<file path="src/header_token_lexer_core_defines.svh">
// Assertion macros shared by the lexer RTL.
// Needs a clk and an arst_n in the scope of each use.
`ifndef HEADER_TOKEN_LEXER_CORE_DEFINES_SVH
`define HEADER_TOKEN_LEXER_CORE_DEFINES_SVH

// condition implies consequence in the same cycle
`define HTL_ASSERT_NOW(lbl, cond, cons, msg) \
	lbl: assert property (@(posedge clk) disable iff (!arst_n) (cond) |-> (cons)) \
		else $error(msg);

// condition implies consequence in the next cycle
`define HTL_ASSERT_NEXT(lbl, cond, cons, msg) \
	lbl: assert property (@(posedge clk) disable iff (!arst_n) (cond) |=> (cons)) \
		else $error(msg);

`endif

</file>
<file path="src/htl_pkg.sv">
// Types, codes and keyword tables for the header token lexer.
// No dependencies; used by htl_lex_step and header_token_lexer_core.
`default_nettype none

package htl_pkg;

	localparam int TLEN_W = 6;
	localparam int KW_N   = 11;

	typedef struct packed {
		logic [7:0] char_byte;
		logic       last_char;
	} htl_in_t;

	typedef struct packed {
		logic       token_valid;
		logic [4:0] token_kind;
		logic [7:0] text_byte;
		logic       byte_valid;
		logic       run_last;
		logic       stream_done;
		logic [2:0] error_code;
	} htl_out_t;

	typedef enum logic [4:0] {
		LX_SPACE, LX_IGNORE, LX_WORD, LX_DIGIT, LX_LPAREN, LX_RPAREN, LX_LBRACE,
		LX_RBRACE, LX_SEMI, LX_ASSIGN, LX_QUOTE, LX_LANGLE, LX_RANGLE, LX_STAR,
		LX_AMP, LX_COLON, LX_DCOLON, LX_SLASH, LX_LINECOM, LX_BLOCKCOM, LX_BLOCKSTAR
	} lx_state_t;

	localparam logic [4:0] KIND_NAME   = 5'd0;
	localparam logic [4:0] KIND_NUMBER = 5'd1;
	localparam logic [4:0] KIND_STRING = 5'd2;
	localparam logic [4:0] KIND_LPAREN = 5'd3;
	localparam logic [4:0] KIND_RPAREN = 5'd4;
	localparam logic [4:0] KIND_LBRACE = 5'd5;
	localparam logic [4:0] KIND_RBRACE = 5'd6;
	localparam logic [4:0] KIND_SEMI   = 5'd7;
	localparam logic [4:0] KIND_ASSIGN = 5'd8;
	localparam logic [4:0] KIND_LANGLE = 5'd9;
	localparam logic [4:0] KIND_RANGLE = 5'd10;
	localparam logic [4:0] KIND_STAR   = 5'd11;
	localparam logic [4:0] KIND_AMP    = 5'd12;
	localparam logic [4:0] KIND_COLON  = 5'd13;
	localparam logic [4:0] KIND_DCOLON = 5'd14;
	localparam logic [4:0] KIND_SLASH  = 5'd15;
	localparam logic [4:0] KIND_KW0    = 5'd16;

	localparam logic [2:0] ERR_NONE    = 3'd0;
	localparam logic [2:0] ERR_PAREN   = 3'd1;
	localparam logic [2:0] ERR_BRACE   = 3'd2;
	localparam logic [2:0] ERR_UNCLOSED = 3'd3;
	localparam logic [2:0] ERR_TOKEN   = 3'd4;
	localparam logic [2:0] ERR_NEST    = 3'd5;

	localparam logic [7:0] CH_SPACE  = 8'h20;
	localparam logic [7:0] CH_NL     = 8'h0a;
	localparam logic [7:0] CH_QUOTE  = 8'h22;
	localparam logic [7:0] CH_BSLASH = 8'h5c;

	// keyword text, right aligned in 9 bytes
	localparam logic [71:0] KW_TEXT [KW_N] = '{
		72'("class"), 72'("struct"), 72'("static"), 72'("const"), 72'("inline"),
		72'("public"), 72'("protected"), 72'("private"), 72'("CLASS"),
		72'("PROPERTY"), 72'("FUNCTION")
	};
	localparam logic [3:0] KW_LEN [KW_N] = '{
		4'd5, 4'd6, 4'd6, 4'd5, 4'd6, 4'd6, 4'd9, 4'd7, 4'd5, 4'd8, 4'd8
	};

	typedef struct packed {
		logic              emit;
		logic [4:0]        kind;
		lx_state_t         nstate;
		logic [TLEN_W-1:0] nlen;
		logic              nesc;
		logic              wr;
		logic [TLEN_W-1:0] waddr;
		logic              push;
		logic              push_bit;
		logic              pop;
		logic [2:0]        err;
		logic [KW_N-1:0]   match;
	} lex_res_t;

	function automatic logic [7:0] kw_char(input int k, input logic [TLEN_W-1:0] p);
		logic [7:0] r;
		r = 8'h00;
		if (p < TLEN_W'(KW_LEN[k]))
			r = KW_TEXT[k][8*(int'(KW_LEN[k]) - 1 - int'(p)) +: 8];
		return r;
	endfunction

	function automatic lx_state_t char_class(input logic [7:0] c);
		lx_state_t r;
		case (c) inside
			["0":"9"]:             r = LX_DIGIT;
			["a":"z"], ["A":"Z"]:  r = LX_WORD;
			CH_SPACE, CH_NL, 8'h09: r = LX_SPACE;
			"=":                   r = LX_ASSIGN;
			"(":                   r = LX_LPAREN;
			")":                   r = LX_RPAREN;
			CH_QUOTE:              r = LX_QUOTE;
			"<":                   r = LX_LANGLE;
			">":                   r = LX_RANGLE;
			"{":                   r = LX_LBRACE;
			"}":                   r = LX_RBRACE;
			";":                   r = LX_SEMI;
			"*":                   r = LX_STAR;
			"&":                   r = LX_AMP;
			":":                   r = LX_COLON;
			"/":                   r = LX_SLASH;
			default:               r = LX_IGNORE;
		endcase
		return r;
	endfunction

endpackage

`default_nettype wire

</file>
<file path="src/htl_lex_step.sv">
// Next-state logic for one source byte of the lexer: state, buffer write,
// stack push/pop, token emit and error. Depends on htl_pkg.
`default_nettype none

module htl_lex_step (
	input  htl_pkg::lx_state_t             state,
	input  logic [7:0]                     c,
	input  logic                           esc,
	input  logic [htl_pkg::TLEN_W-1:0]     len,
	input  logic [htl_pkg::KW_N-1:0]       match,
	input  logic                           tok_full,
	input  logic                           nest_empty,
	input  logic                           nest_full,
	input  logic                           nest_top,
	output htl_pkg::lex_res_t              res
);
	import htl_pkg::*;

	logic [KW_N-1:0] app_match, start_match;
	logic [4:0]      word_kind;
	logic            st, ap;
	logic            is_dig, is_let;

	assign is_dig = (c >= "0") && (c <= "9");
	assign is_let = ((c >= "a") && (c <= "z")) || ((c >= "A") && (c <= "Z"));

	// keyword candidates narrowed one byte at a time
	always_comb begin
		word_kind = KIND_NAME;
		for (int k = 0; k < KW_N; k++) begin
			app_match[k]   = match[k] && (len < TLEN_W'(KW_LEN[k])) && (kw_char(k, len) == c);
			start_match[k] = (kw_char(k, '0) == c);
			if (match[k] && (len == TLEN_W'(KW_LEN[k])))
				word_kind = 5'(int'(KIND_KW0) + k);
		end
	end

	always_comb begin
		res        = '0;
		res.nstate = state;
		res.nlen   = len;
		res.nesc   = esc;
		res.match  = match;
		st = 1'b0;
		ap = 1'b0;
		case (state)
			LX_WORD: begin
				if (is_let || is_dig) ap = 1'b1;
				else begin res.emit = 1'b1; res.kind = word_kind; st = 1'b1; end
			end
			LX_DIGIT: begin
				if (is_dig || c == ".") ap = 1'b1;
				else if (c != "f" && c != "L") begin
					res.emit = 1'b1; res.kind = KIND_NUMBER; st = 1'b1;
				end
			end
			LX_LPAREN, LX_LBRACE: begin
				res.emit = 1'b1;
				res.kind = (state == LX_LPAREN) ? KIND_LPAREN : KIND_LBRACE;
				if (nest_full) res.err = ERR_NEST;
				else begin
					res.push = 1'b1;
					res.push_bit = (state == LX_LBRACE);
					st = 1'b1;
				end
			end
			LX_RPAREN, LX_RBRACE: begin
				res.emit = 1'b1;
				res.kind = (state == LX_RPAREN) ? KIND_RPAREN : KIND_RBRACE;
				if (nest_empty || nest_top != (state == LX_RBRACE))
					res.err = (state == LX_RPAREN) ? ERR_PAREN : ERR_BRACE;
				else begin res.pop = 1'b1; st = 1'b1; end
			end
			LX_SEMI:   begin res.emit = 1'b1; res.kind = KIND_SEMI;   st = 1'b1; end
			LX_ASSIGN: begin res.emit = 1'b1; res.kind = KIND_ASSIGN; st = 1'b1; end
			LX_LANGLE: begin res.emit = 1'b1; res.kind = KIND_LANGLE; st = 1'b1; end
			LX_RANGLE: begin res.emit = 1'b1; res.kind = KIND_RANGLE; st = 1'b1; end
			LX_STAR:   begin res.emit = 1'b1; res.kind = KIND_STAR;   st = 1'b1; end
			LX_AMP:    begin res.emit = 1'b1; res.kind = KIND_AMP;    st = 1'b1; end
			LX_DCOLON: begin res.emit = 1'b1; res.kind = KIND_DCOLON; st = 1'b1; end
			LX_QUOTE: begin
				if (c == CH_QUOTE && !esc) begin
					res.emit = 1'b1; res.kind = KIND_STRING; res.nstate = LX_IGNORE;
				end else if (esc && (c == CH_QUOTE || c == CH_BSLASH) && len != '0) begin
					// escaped byte replaces the backslash
					res.wr = 1'b1; res.waddr = len - 1'b1; res.nesc = 1'b0;
				end else begin
					ap = 1'b1;
					res.nesc = tok_full ? esc : (c == CH_BSLASH);
				end
			end
			LX_COLON: begin
				if (c == ":") begin res.nstate = LX_DCOLON; ap = 1'b1; end
				else begin res.emit = 1'b1; res.kind = KIND_COLON; st = 1'b1; end
			end
			LX_SLASH: begin
				if (c == "/") res.nstate = LX_LINECOM;
				else if (c == "*") res.nstate = LX_BLOCKCOM;
				else begin res.emit = 1'b1; res.kind = KIND_SLASH; st = 1'b1; end
			end
			LX_LINECOM: if (c == CH_NL) st = 1'b1;
			LX_BLOCKCOM: if (c == "*") res.nstate = LX_BLOCKSTAR;
			LX_BLOCKSTAR: begin
				if (c == "/") begin
					res.nstate = LX_SPACE; res.nesc = 1'b0; res.nlen = TLEN_W'(1);
				end else if (c != "*") res.nstate = LX_BLOCKCOM;
			end
			default: st = 1'b1;
		endcase
		if (res.emit) res.nlen = '0;
		if (ap) begin
			if (tok_full) res.err = ERR_TOKEN;
			else begin
				res.wr = 1'b1; res.waddr = len; res.nlen = len + 1'b1; res.match = app_match;
			end
		end
		if (st) begin
			res.nstate = char_class(c);
			res.nesc = 1'b0;
			if (res.nstate != LX_QUOTE) begin
				res.nlen = TLEN_W'(1); res.wr = 1'b1; res.waddr = '0; res.match = start_match;
			end else res.nlen = '0;
		end
	end

endmodule

`default_nettype wire

</file>
<file path="src/header_token_lexer_core.sv">
// Header token lexer: one source byte in, token text bytes out as runs.
// Takes one byte per transfer and works on it alone: it accepts the byte,
// reads the top of the nesting stack memory and lexes it, then reads each
// token byte back from the token buffer memory (S_EMRD, S_EMWR), settles
// the run and, when a run is open, an error is pending or the stream ends,
// closes it; the last byte of a stream gets a second read, lex and settle
// pass for the flush. The receiver can hold off the read-back and the close.
// Results leave through an output register plus one holding stage, so
// run_last can be marked.
// Depends on htl_pkg, htl_lex_step and header_token_lexer_core_defines.svh.
`default_nettype none
`include "header_token_lexer_core_defines.svh"

module header_token_lexer_core #(
	parameter int MAX_TOKEN_LEN = 32,
	parameter int NEST_DEPTH    = 16
) (
	input  logic              clk,
	input  logic              arst_n,
	input  logic              in_valid,
	output logic              in_ready,
	input  htl_pkg::htl_in_t  in_data,
	output logic              out_valid,
	input  logic              out_ready,
	output htl_pkg::htl_out_t out_data
);
	import htl_pkg::*;

	localparam int LEN_W  = $clog2(MAX_TOKEN_LEN + 1);
	localparam int TIDX_W = $clog2(MAX_TOKEN_LEN);
	localparam int CNT_W  = $clog2(NEST_DEPTH + 1);
	localparam int IDX_W  = (NEST_DEPTH > 1) ? $clog2(NEST_DEPTH) : 1;

	typedef enum logic [2:0] {
		S_IDLE, S_RD, S_LEX, S_EMRD, S_EMWR, S_POST, S_CLOSE
	} fsm_t;

	fsm_t             state_q;
	lx_state_t        lex_q;
	logic [LEN_W-1:0] len_q, emit_len_q, i_q;
	logic [CNT_W-1:0] count_q, cnt_m1;
	logic             esc_q, ehold_q, last_q, pass_q, pend_q, hold_v_q, done_q;
	logic [2:0]       held_q, err_q, code_q;
	logic [KW_N-1:0]  match_q;
	logic [7:0]       c_q;
	logic [4:0]       kind_q;
	htl_out_t         hold_q;

	logic [7:0] txt_mem [MAX_TOKEN_LEN];
	logic [7:0] txt_rd_q;
	logic       nest_mem [NEST_DEPTH];
	logic       nest_rd_q;

	lex_res_t         res;
	logic             out_free, can_push, last_byte, txt_we;
	logic [TIDX_W-1:0] txt_waddr;
	logic [LEN_W-1:0] i_nxt;
	htl_out_t         item;
	logic             out_load;
	htl_out_t         out_next;

	assign cnt_m1    = count_q - 1'b1;
	assign out_free  = !out_valid || out_ready;
	assign can_push  = !hold_v_q || out_free;
	assign i_nxt     = i_q + 1'b1;
	assign last_byte = (i_nxt >= emit_len_q);
	assign in_ready  = (state_q == S_IDLE);

	htl_lex_step u_step (
		.state      (lex_q),
		.c          (c_q),
		.esc        (esc_q),
		.len        (TLEN_W'(len_q)),
		.match      (match_q),
		.tok_full   (len_q >= LEN_W'(MAX_TOKEN_LEN - 1)),
		.nest_empty (count_q == '0),
		.nest_full  (count_q >= CNT_W'(NEST_DEPTH)),
		.nest_top   (nest_rd_q),
		.res        (res)
	);

	// buffer writes from lexing; the start byte waits until the old token is read out
	assign txt_we = (state_q == S_LEX && res.wr && !res.emit) ||
		(state_q == S_EMWR && can_push && last_byte && pend_q);
	assign txt_waddr = (state_q == S_LEX) ? res.waddr[TIDX_W-1:0] : '0;

	always_ff @(posedge clk) begin
		if (txt_we) txt_mem[txt_waddr] <= c_q;
		txt_rd_q <= txt_mem[i_q[TIDX_W-1:0]];
	end

	always_ff @(posedge clk) begin
		if (state_q == S_LEX && res.push) nest_mem[count_q[IDX_W-1:0]] <= res.push_bit;
		nest_rd_q <= nest_mem[cnt_m1[IDX_W-1:0]];
	end

	always_comb begin
		item             = '0;
		item.token_valid = 1'b1;
		item.token_kind  = kind_q;
		item.byte_valid  = (emit_len_q != '0);
		item.text_byte   = (emit_len_q != '0) ? txt_rd_q : 8'h00;
	end

	// output register load: a held item moves on, or the run is closed
	always_comb begin
		out_load = 1'b0;
		out_next = hold_q;
		if (state_q == S_EMWR && can_push && hold_v_q) out_load = 1'b1;
		if (state_q == S_CLOSE && out_free) begin
			out_load             = 1'b1;
			out_next             = hold_v_q ? hold_q : '0;
			out_next.run_last    = 1'b1;
			out_next.stream_done = done_q;
			out_next.error_code  = code_q;
		end
	end

	always_ff @(posedge clk or negedge arst_n) begin
		if (!arst_n) begin
			out_valid <= 1'b0;
			out_data  <= '0;
		end else if (out_load) begin
			out_valid <= 1'b1;
			out_data  <= out_next;
		end else if (out_ready) out_valid <= 1'b0;
	end

	always_ff @(posedge clk or negedge arst_n) begin
		if (!arst_n) begin
			state_q    <= S_IDLE;
			lex_q      <= LX_SPACE;
			len_q      <= '0;
			count_q    <= '0;
			esc_q      <= 1'b0;
			ehold_q    <= 1'b0;
			held_q     <= ERR_NONE;
			hold_v_q   <= 1'b0;
			last_q     <= 1'b0;
			pass_q     <= 1'b0;
			pend_q     <= 1'b0;
			done_q     <= 1'b0;
			err_q      <= ERR_NONE;
			code_q     <= ERR_NONE;
			c_q        <= '0;
			emit_len_q <= '0;
			i_q        <= '0;
			match_q    <= '0;
			kind_q     <= '0;
			hold_q     <= '0;
		end else begin
			case (state_q)
				S_IDLE: if (in_valid) begin
					c_q    <= in_data.char_byte;
					last_q <= in_data.last_char;
					pass_q <= 1'b0;
					err_q  <= ERR_NONE;
					if (!ehold_q) state_q <= S_RD;
					else if (in_data.last_char) begin
						code_q  <= held_q;
						done_q  <= 1'b1;
						state_q <= S_CLOSE;
					end
				end
				S_RD: state_q <= S_LEX;
				S_LEX: begin
					lex_q      <= res.nstate;
					len_q      <= LEN_W'(res.nlen);
					esc_q      <= res.nesc;
					match_q    <= res.match;
					err_q      <= res.err;
					emit_len_q <= len_q;
					kind_q     <= res.kind;
					i_q        <= '0;
					pend_q     <= res.emit && res.wr;
					if (res.push) count_q <= count_q + 1'b1;
					else if (res.pop) count_q <= cnt_m1;
					state_q <= res.emit ? S_EMRD : S_POST;
				end
				S_EMRD: state_q <= S_EMWR;
				S_EMWR: if (can_push) begin
					hold_q   <= item;
					hold_v_q <= 1'b1;
					i_q      <= i_nxt;
					state_q  <= last_byte ? S_POST : S_EMRD;
				end
				S_POST: begin
					if (err_q != ERR_NONE) begin
						code_q  <= err_q;
						done_q  <= last_q;
						state_q <= S_CLOSE;
					end else if (last_q && !pass_q) begin
						c_q     <= CH_SPACE;
						pass_q  <= 1'b1;
						state_q <= S_RD;
					end else if (last_q) begin
						code_q  <= (lex_q != LX_SPACE || count_q != '0) ? ERR_UNCLOSED : ERR_NONE;
						done_q  <= 1'b1;
						state_q <= S_CLOSE;
					end else if (hold_v_q) begin
						code_q  <= ERR_NONE;
						done_q  <= 1'b0;
						state_q <= S_CLOSE;
					end else state_q <= S_IDLE;
				end
				S_CLOSE: if (out_free) begin
					hold_v_q <= 1'b0;
					if (done_q) begin
						lex_q   <= LX_SPACE;
						len_q   <= '0;
						count_q <= '0;
						esc_q   <= 1'b0;
						ehold_q <= 1'b0;
						held_q  <= ERR_NONE;
					end else if (code_q != ERR_NONE) begin
						ehold_q <= 1'b1;
						held_q  <= code_q;
					end
					state_q <= S_IDLE;
				end
				default: state_q <= S_IDLE;
			endcase
		end
	end

	`HTL_ASSERT_NOW(a_idle_no_hold, state_q == S_IDLE, !hold_v_q, "item left in holding stage")
	`HTL_ASSERT_NOW(a_nest_bound, 1'b1, count_q <= CNT_W'(NEST_DEPTH), "nesting count overrun")
	`HTL_ASSERT_NOW(a_len_bound, 1'b1, len_q <= LEN_W'(MAX_TOKEN_LEN - 1), "token length overrun")
	`HTL_ASSERT_NEXT(a_done_rearm, state_q == S_CLOSE && out_free && done_q, count_q == '0 && !ehold_q && lex_q == LX_SPACE, "no rearm after stream end")

endmodule

`default_nettype wire
</file>
<file path="config.mk">
export PLATFORM = sky130hd
export DESIGN_NAME = header_token_lexer_core
export DESIGN_NICKNAME = d
export VERILOG_FILES = /design/src/htl_pkg.sv /design/src/htl_lex_step.sv /design/src/header_token_lexer_core.sv
export VERILOG_INCLUDE_DIRS = /design/src /design/src/src
export SDC_FILE = /design/constraint.sdc
export NUM_CORES = 1
export LEC_CHECK = 0
export BUFFER_PORTS_ARGS = -buffer_cell sky130_fd_sc_hd__clkbuf_2
export CAP_MARGIN = 15
export CORE_MARGIN = 4
export CORE_UTILIZATION = 45
export CTS_BUF_LIST = sky130_fd_sc_hd__clkbuf_16
export CTS_CLUSTER_DIAMETER = 50
export CTS_CLUSTER_SIZE = 14
export DETAILED_ROUTE_END_ITERATION = 6
export SKIP_LAST_GASP = 1
export SLEW_MARGIN = 20
export SYNTH_ARGS = -nofsm -noshare
export SYNTH_HDL_FRONTEND = slang
export SYNTH_SLANG_ARGS = --single-unit
</file>
<file path="constraint.sdc">
create_clock -name clk -period 3.7 [get_ports clk]
set_clock_uncertainty 0.05 [all_clocks]
set_input_delay 0.74 -clock clk [delete_from_list [all_inputs] [get_ports clk]]
set_output_delay 0.74 -clock clk [all_outputs]
set_load 0.01 [all_outputs]
</file>
==> key figures <==
Routing
  • DRT iter0 DRCs: around 1700
  • Post-DR wirelength/cell: around 23 µm
  • Routed vias/inst: between 5 and 6
  • TritonRoute pass-1 iters: 6
  • Post-route ant nets: 0
  • Drt drc: 0
  • Via count: around 15000
  • Total wire length: 56.3 mm

Logic synthesis
  • Synth unique cells: between 90 and 100
  • Top post-synthesis cells by area: edfxtp_1 (42%), dfrtp_1 (14%), nand2_1 (4.5%)
  • Synth area leader: edfxtp_1
  • Area of the mapped netlist: 0.0196 mm²
  • Post-synth EDFFs: roughly 270
  • Synth warn: 0
  • Most frequent cell after synthesis: edfxtp_1
  • Top_reg_cell synth: edfxtp_1
  • Synthesized Nets: 1796
  • Share of the synthesized area in the top cell type: a little over two fifths
  • Synth cell count leaders: edfxtp_1 (272), nand2_1 (237), nor2_1 (147), o21ai_0 (118), dfrtp_1 (107)
  • Mapped Cells: roughly 1800
  • Synthesized area per cell: between 10 and 15 µm²
  • Number of synthesized register bits: just under 400
  • Async S/R FF share, synth: 27.6%
  • Register area share after synthesis: a little under three fifths

Die
  • Die area: between 0.04 and 0.05 mm²
  • I/O pin cnt: 35
  • Starting Density: between 40% and 50%
  • DIE WIDTH: approximately 220 µm
  • Height of the die: ~220 µm
  • Core area: between 0.04 and 0.05 mm²
  • Row count: 76

CTS
  • CTS Root Cell: clkbuf_16
  • H-tree depth: 2
  • Hold_buf cts: 0
  • Longest Clk Path Bufs: 3
  • Worst-skew pair later-pin latency: ~0.57 ns
  • Clock transition at the registers of the reported paths: about 0.060 ns
  • Clock buffer count from CTS: a little over 40
  • CTS sink cnt: 388
  • CTS tree: yes

Setup path
  • WS Path Type: register to register
  • Setup crit start kind: register
  • Reg2reg end: txt_mem[25][6]
  • FF-to-FF path depth: 11
  • Setup slack, reg-to-reg: 0.11 ns
  • Crit. End Element: register
  • FF-to-FF Start: count_q[1]
  • WP data required: roughly 4 ns
  • Critical path peak fanout: 8
  • Crit path launch: count_q[1]
  • Critical Path AT: between 3 and 4 ns

Placed design
  • DP Area: 0.0211 mm²
  • Placed insts: 2380
  • PortBufs: 34
  • GP Congestion: about 0.94
  • Post-DP HPWL: 38.9 mm
  • Pre-CTS WS: roughly 0.081 ns

Power
  • Worst VDD drop: between 0.0004 and 0.0005 V
  • Power density over cell area: 804 mW/mm²
  • Leak pwr: about 8.2 nW

Job
  • Max Cap Viol: 0

Global route
  • Vias in the first global route: 14250
  • Largest net degree at the start of global routing: between 90 and 100
  • First-pass GRT wire length: between 80 and 90 mm
  • Total grt overflow: 0
  • Initial antenna violation count: 3
  • GRT Overall Usage: between 20% and 30%

STA
  • Tmin final: between 3 and 4 ns
  • RSZ-0062 raised after global routing: yes
  • Endpoints failing hold: 0
  • Worst hold slack: 0.187 ns
  • Tcrit/Tclk final: a little under 100%
  • Slack of the critical path: 0.106 ns
  • FMAX: 278 MHz
  • Relative slew slack: between 40% and 50%
  • Final setup violation count: 0
  • Slew Viols, Final: 0
  • Slew @ Worst Pin: roughly 0.85 ns

Layout
  • Filler cells: around 3700
  • FF/Latch Area: 0.0110 mm²
  • Multi-input gate area: 0.00817 mm²
  • Layout net count: 1878
  • Non-Filler Instances: 2454
  • Share of layout cells above drive strength 1: between 10% and 20%
  • Area grow syn2layout: 14.8%
  • Util after Layout: approximately 52%
  • Final instance area: 0.0225 mm²

Hold path
  • Worst min path class: input port to asynchronous set/reset pin

Outcome
  • Outcome: finished, final reports clean
worst max path at each step:
| stage | depth (start not counted) | endpoint | slack, ns |
|---|---|---|---|
| detailed placement | 9 | txt_mem[8][2] | 0.08 |
| global route | 12 | txt_mem[27][0] | -0.04 |
| finish | 11 | txt_mem[25][6] | 0.11 |
| global placement | 9 | txt_mem[8][0] | 0.09 |
| CTS | 12 | txt_mem[31][1] | 0.07 |
| floorplan | 12 | txt_mem[17][0] | -0.11 |
layout make-up:
| class | instances | share of cell area [%] |
|---|---|---|
| tap | 585 | 3.25 |
| sequential | 388 | 49.0 |
| clock inverter | 29 | 1.10 |
| clock buffer | 42 | 4.67 |
| antenna | 1 | 0.0111 |
| inverter | 31 | 0.545 |
| timing repair buffer | 159 | 5.10 |
| multi-input combinational | 1219 | 36.3 |
logic make-up (layout without fill, tap and decap cells):
| family | count (synthesis) | after routing | share of synthesized area [%] |
|---|---|---|---|
| AOI/OAI and AO/OA | 422 | 422 | 14.4 |
| xor gates and xnor gates | 39 | 39 | 1.74 |
| adders and majority gates | 25 | 25 | 1.59 |
| buffers and inverters | 151 | 261 | 3.02 |
| DFF | 388 | 388 | 56.2 |
| muxes | 115 | 115 | 8.20 |
| other | 0 | 1 | 0 |
| and+or+nand+nor | 618 | 618 | 14.9 |
worst max-delay path, cell delays in order, from the launching register on:
cell and delay, ns:
dfrtp_1 0.37, inv_1 0.10, ha_2 0.19, or4b_4 0.50, a31oi_1 0.19, nor2_1 0.09
or3_4 0.39, o21a_1 0.23, buf_4 0.17, nor4_4 0.38, nand3_1 0.29, nor2_4 0.33
metrics by stage:
step	setup TNS (ns)	power (W)
2_1_floorplan	-6.71	0.0113
3_3_place_gp	0	0.0140
3_5_place_dp	0	0.0141
4_1_cts	0	0.0181
5_1_grt	-1.49	0.0191
6_report	0	0.0181
per-layer routing:
metal	GRT usage (%)	part of all wire (%)	wire length, µm	vias up
li1	-	-	-	6774
met1	33.4	43	24300	7159
met2	37.1	46	26100	545
met3	4.38	6.8	3850	119
met4	8.53	3.5	2000	6
met5	0	0.055	31	-
flip-flops by register name, summed over array words and instances, names as in the netlist, 3 cells and up:
signal,count
lex_q,5
kind_q,5
match_q,11
txt_rd_q,8
i_q,6
nest_mem,16
c_q,8
out_data,20
txt_mem,256
held_q,3
err_q,3
code_q,3
state_q,3
count_q,5
hold_q,15
len_q,6
emit_len_q,6
placed cells by master, fill, tap and decap left out, drive strengths merged, types with 9 or more instances in the layout:
| master | instances |
|---|---|
| nand3 | 49 |
| clkbuf | 75 |
| dfrtp | 107 |
| a22o | 16 |
| nand2b | 28 |
| nor3 | 47 |
| nor2 | 147 |
| buf | 126 |
| inv | 43 |
| mux4 | 36 |
| a21o | 10 |
| dfxtp | 9 |
| or3 | 15 |
| xor2 | 10 |
| xnor2 | 29 |
| o21ai | 140 |
| a31oi | 19 |
| a21oi | 70 |
| nand4 | 10 |
| mux2i | 74 |
| ha | 25 |
| o31ai | 15 |
| o211ai | 13 |
| edfxtp | 272 |
| o22ai | 17 |
| nand2 | 237 |
| nor2b | 20 |
| clkinv | 15 |
| nor4 | 11 |
| a211oi | 10 |
| o221ai | 28 |
power breakdown:
group,internal (W),switching [W]
sequential,0.00550,0.000544
clock,0.00218,0.00179
combinational,0.00302,0.00506
repair_timing:
item                       CTS  global route
resized for setup            0            11
setup buffers                0             2
setup endpoints to repair    0           168
(Power assumes the default switching activity.)
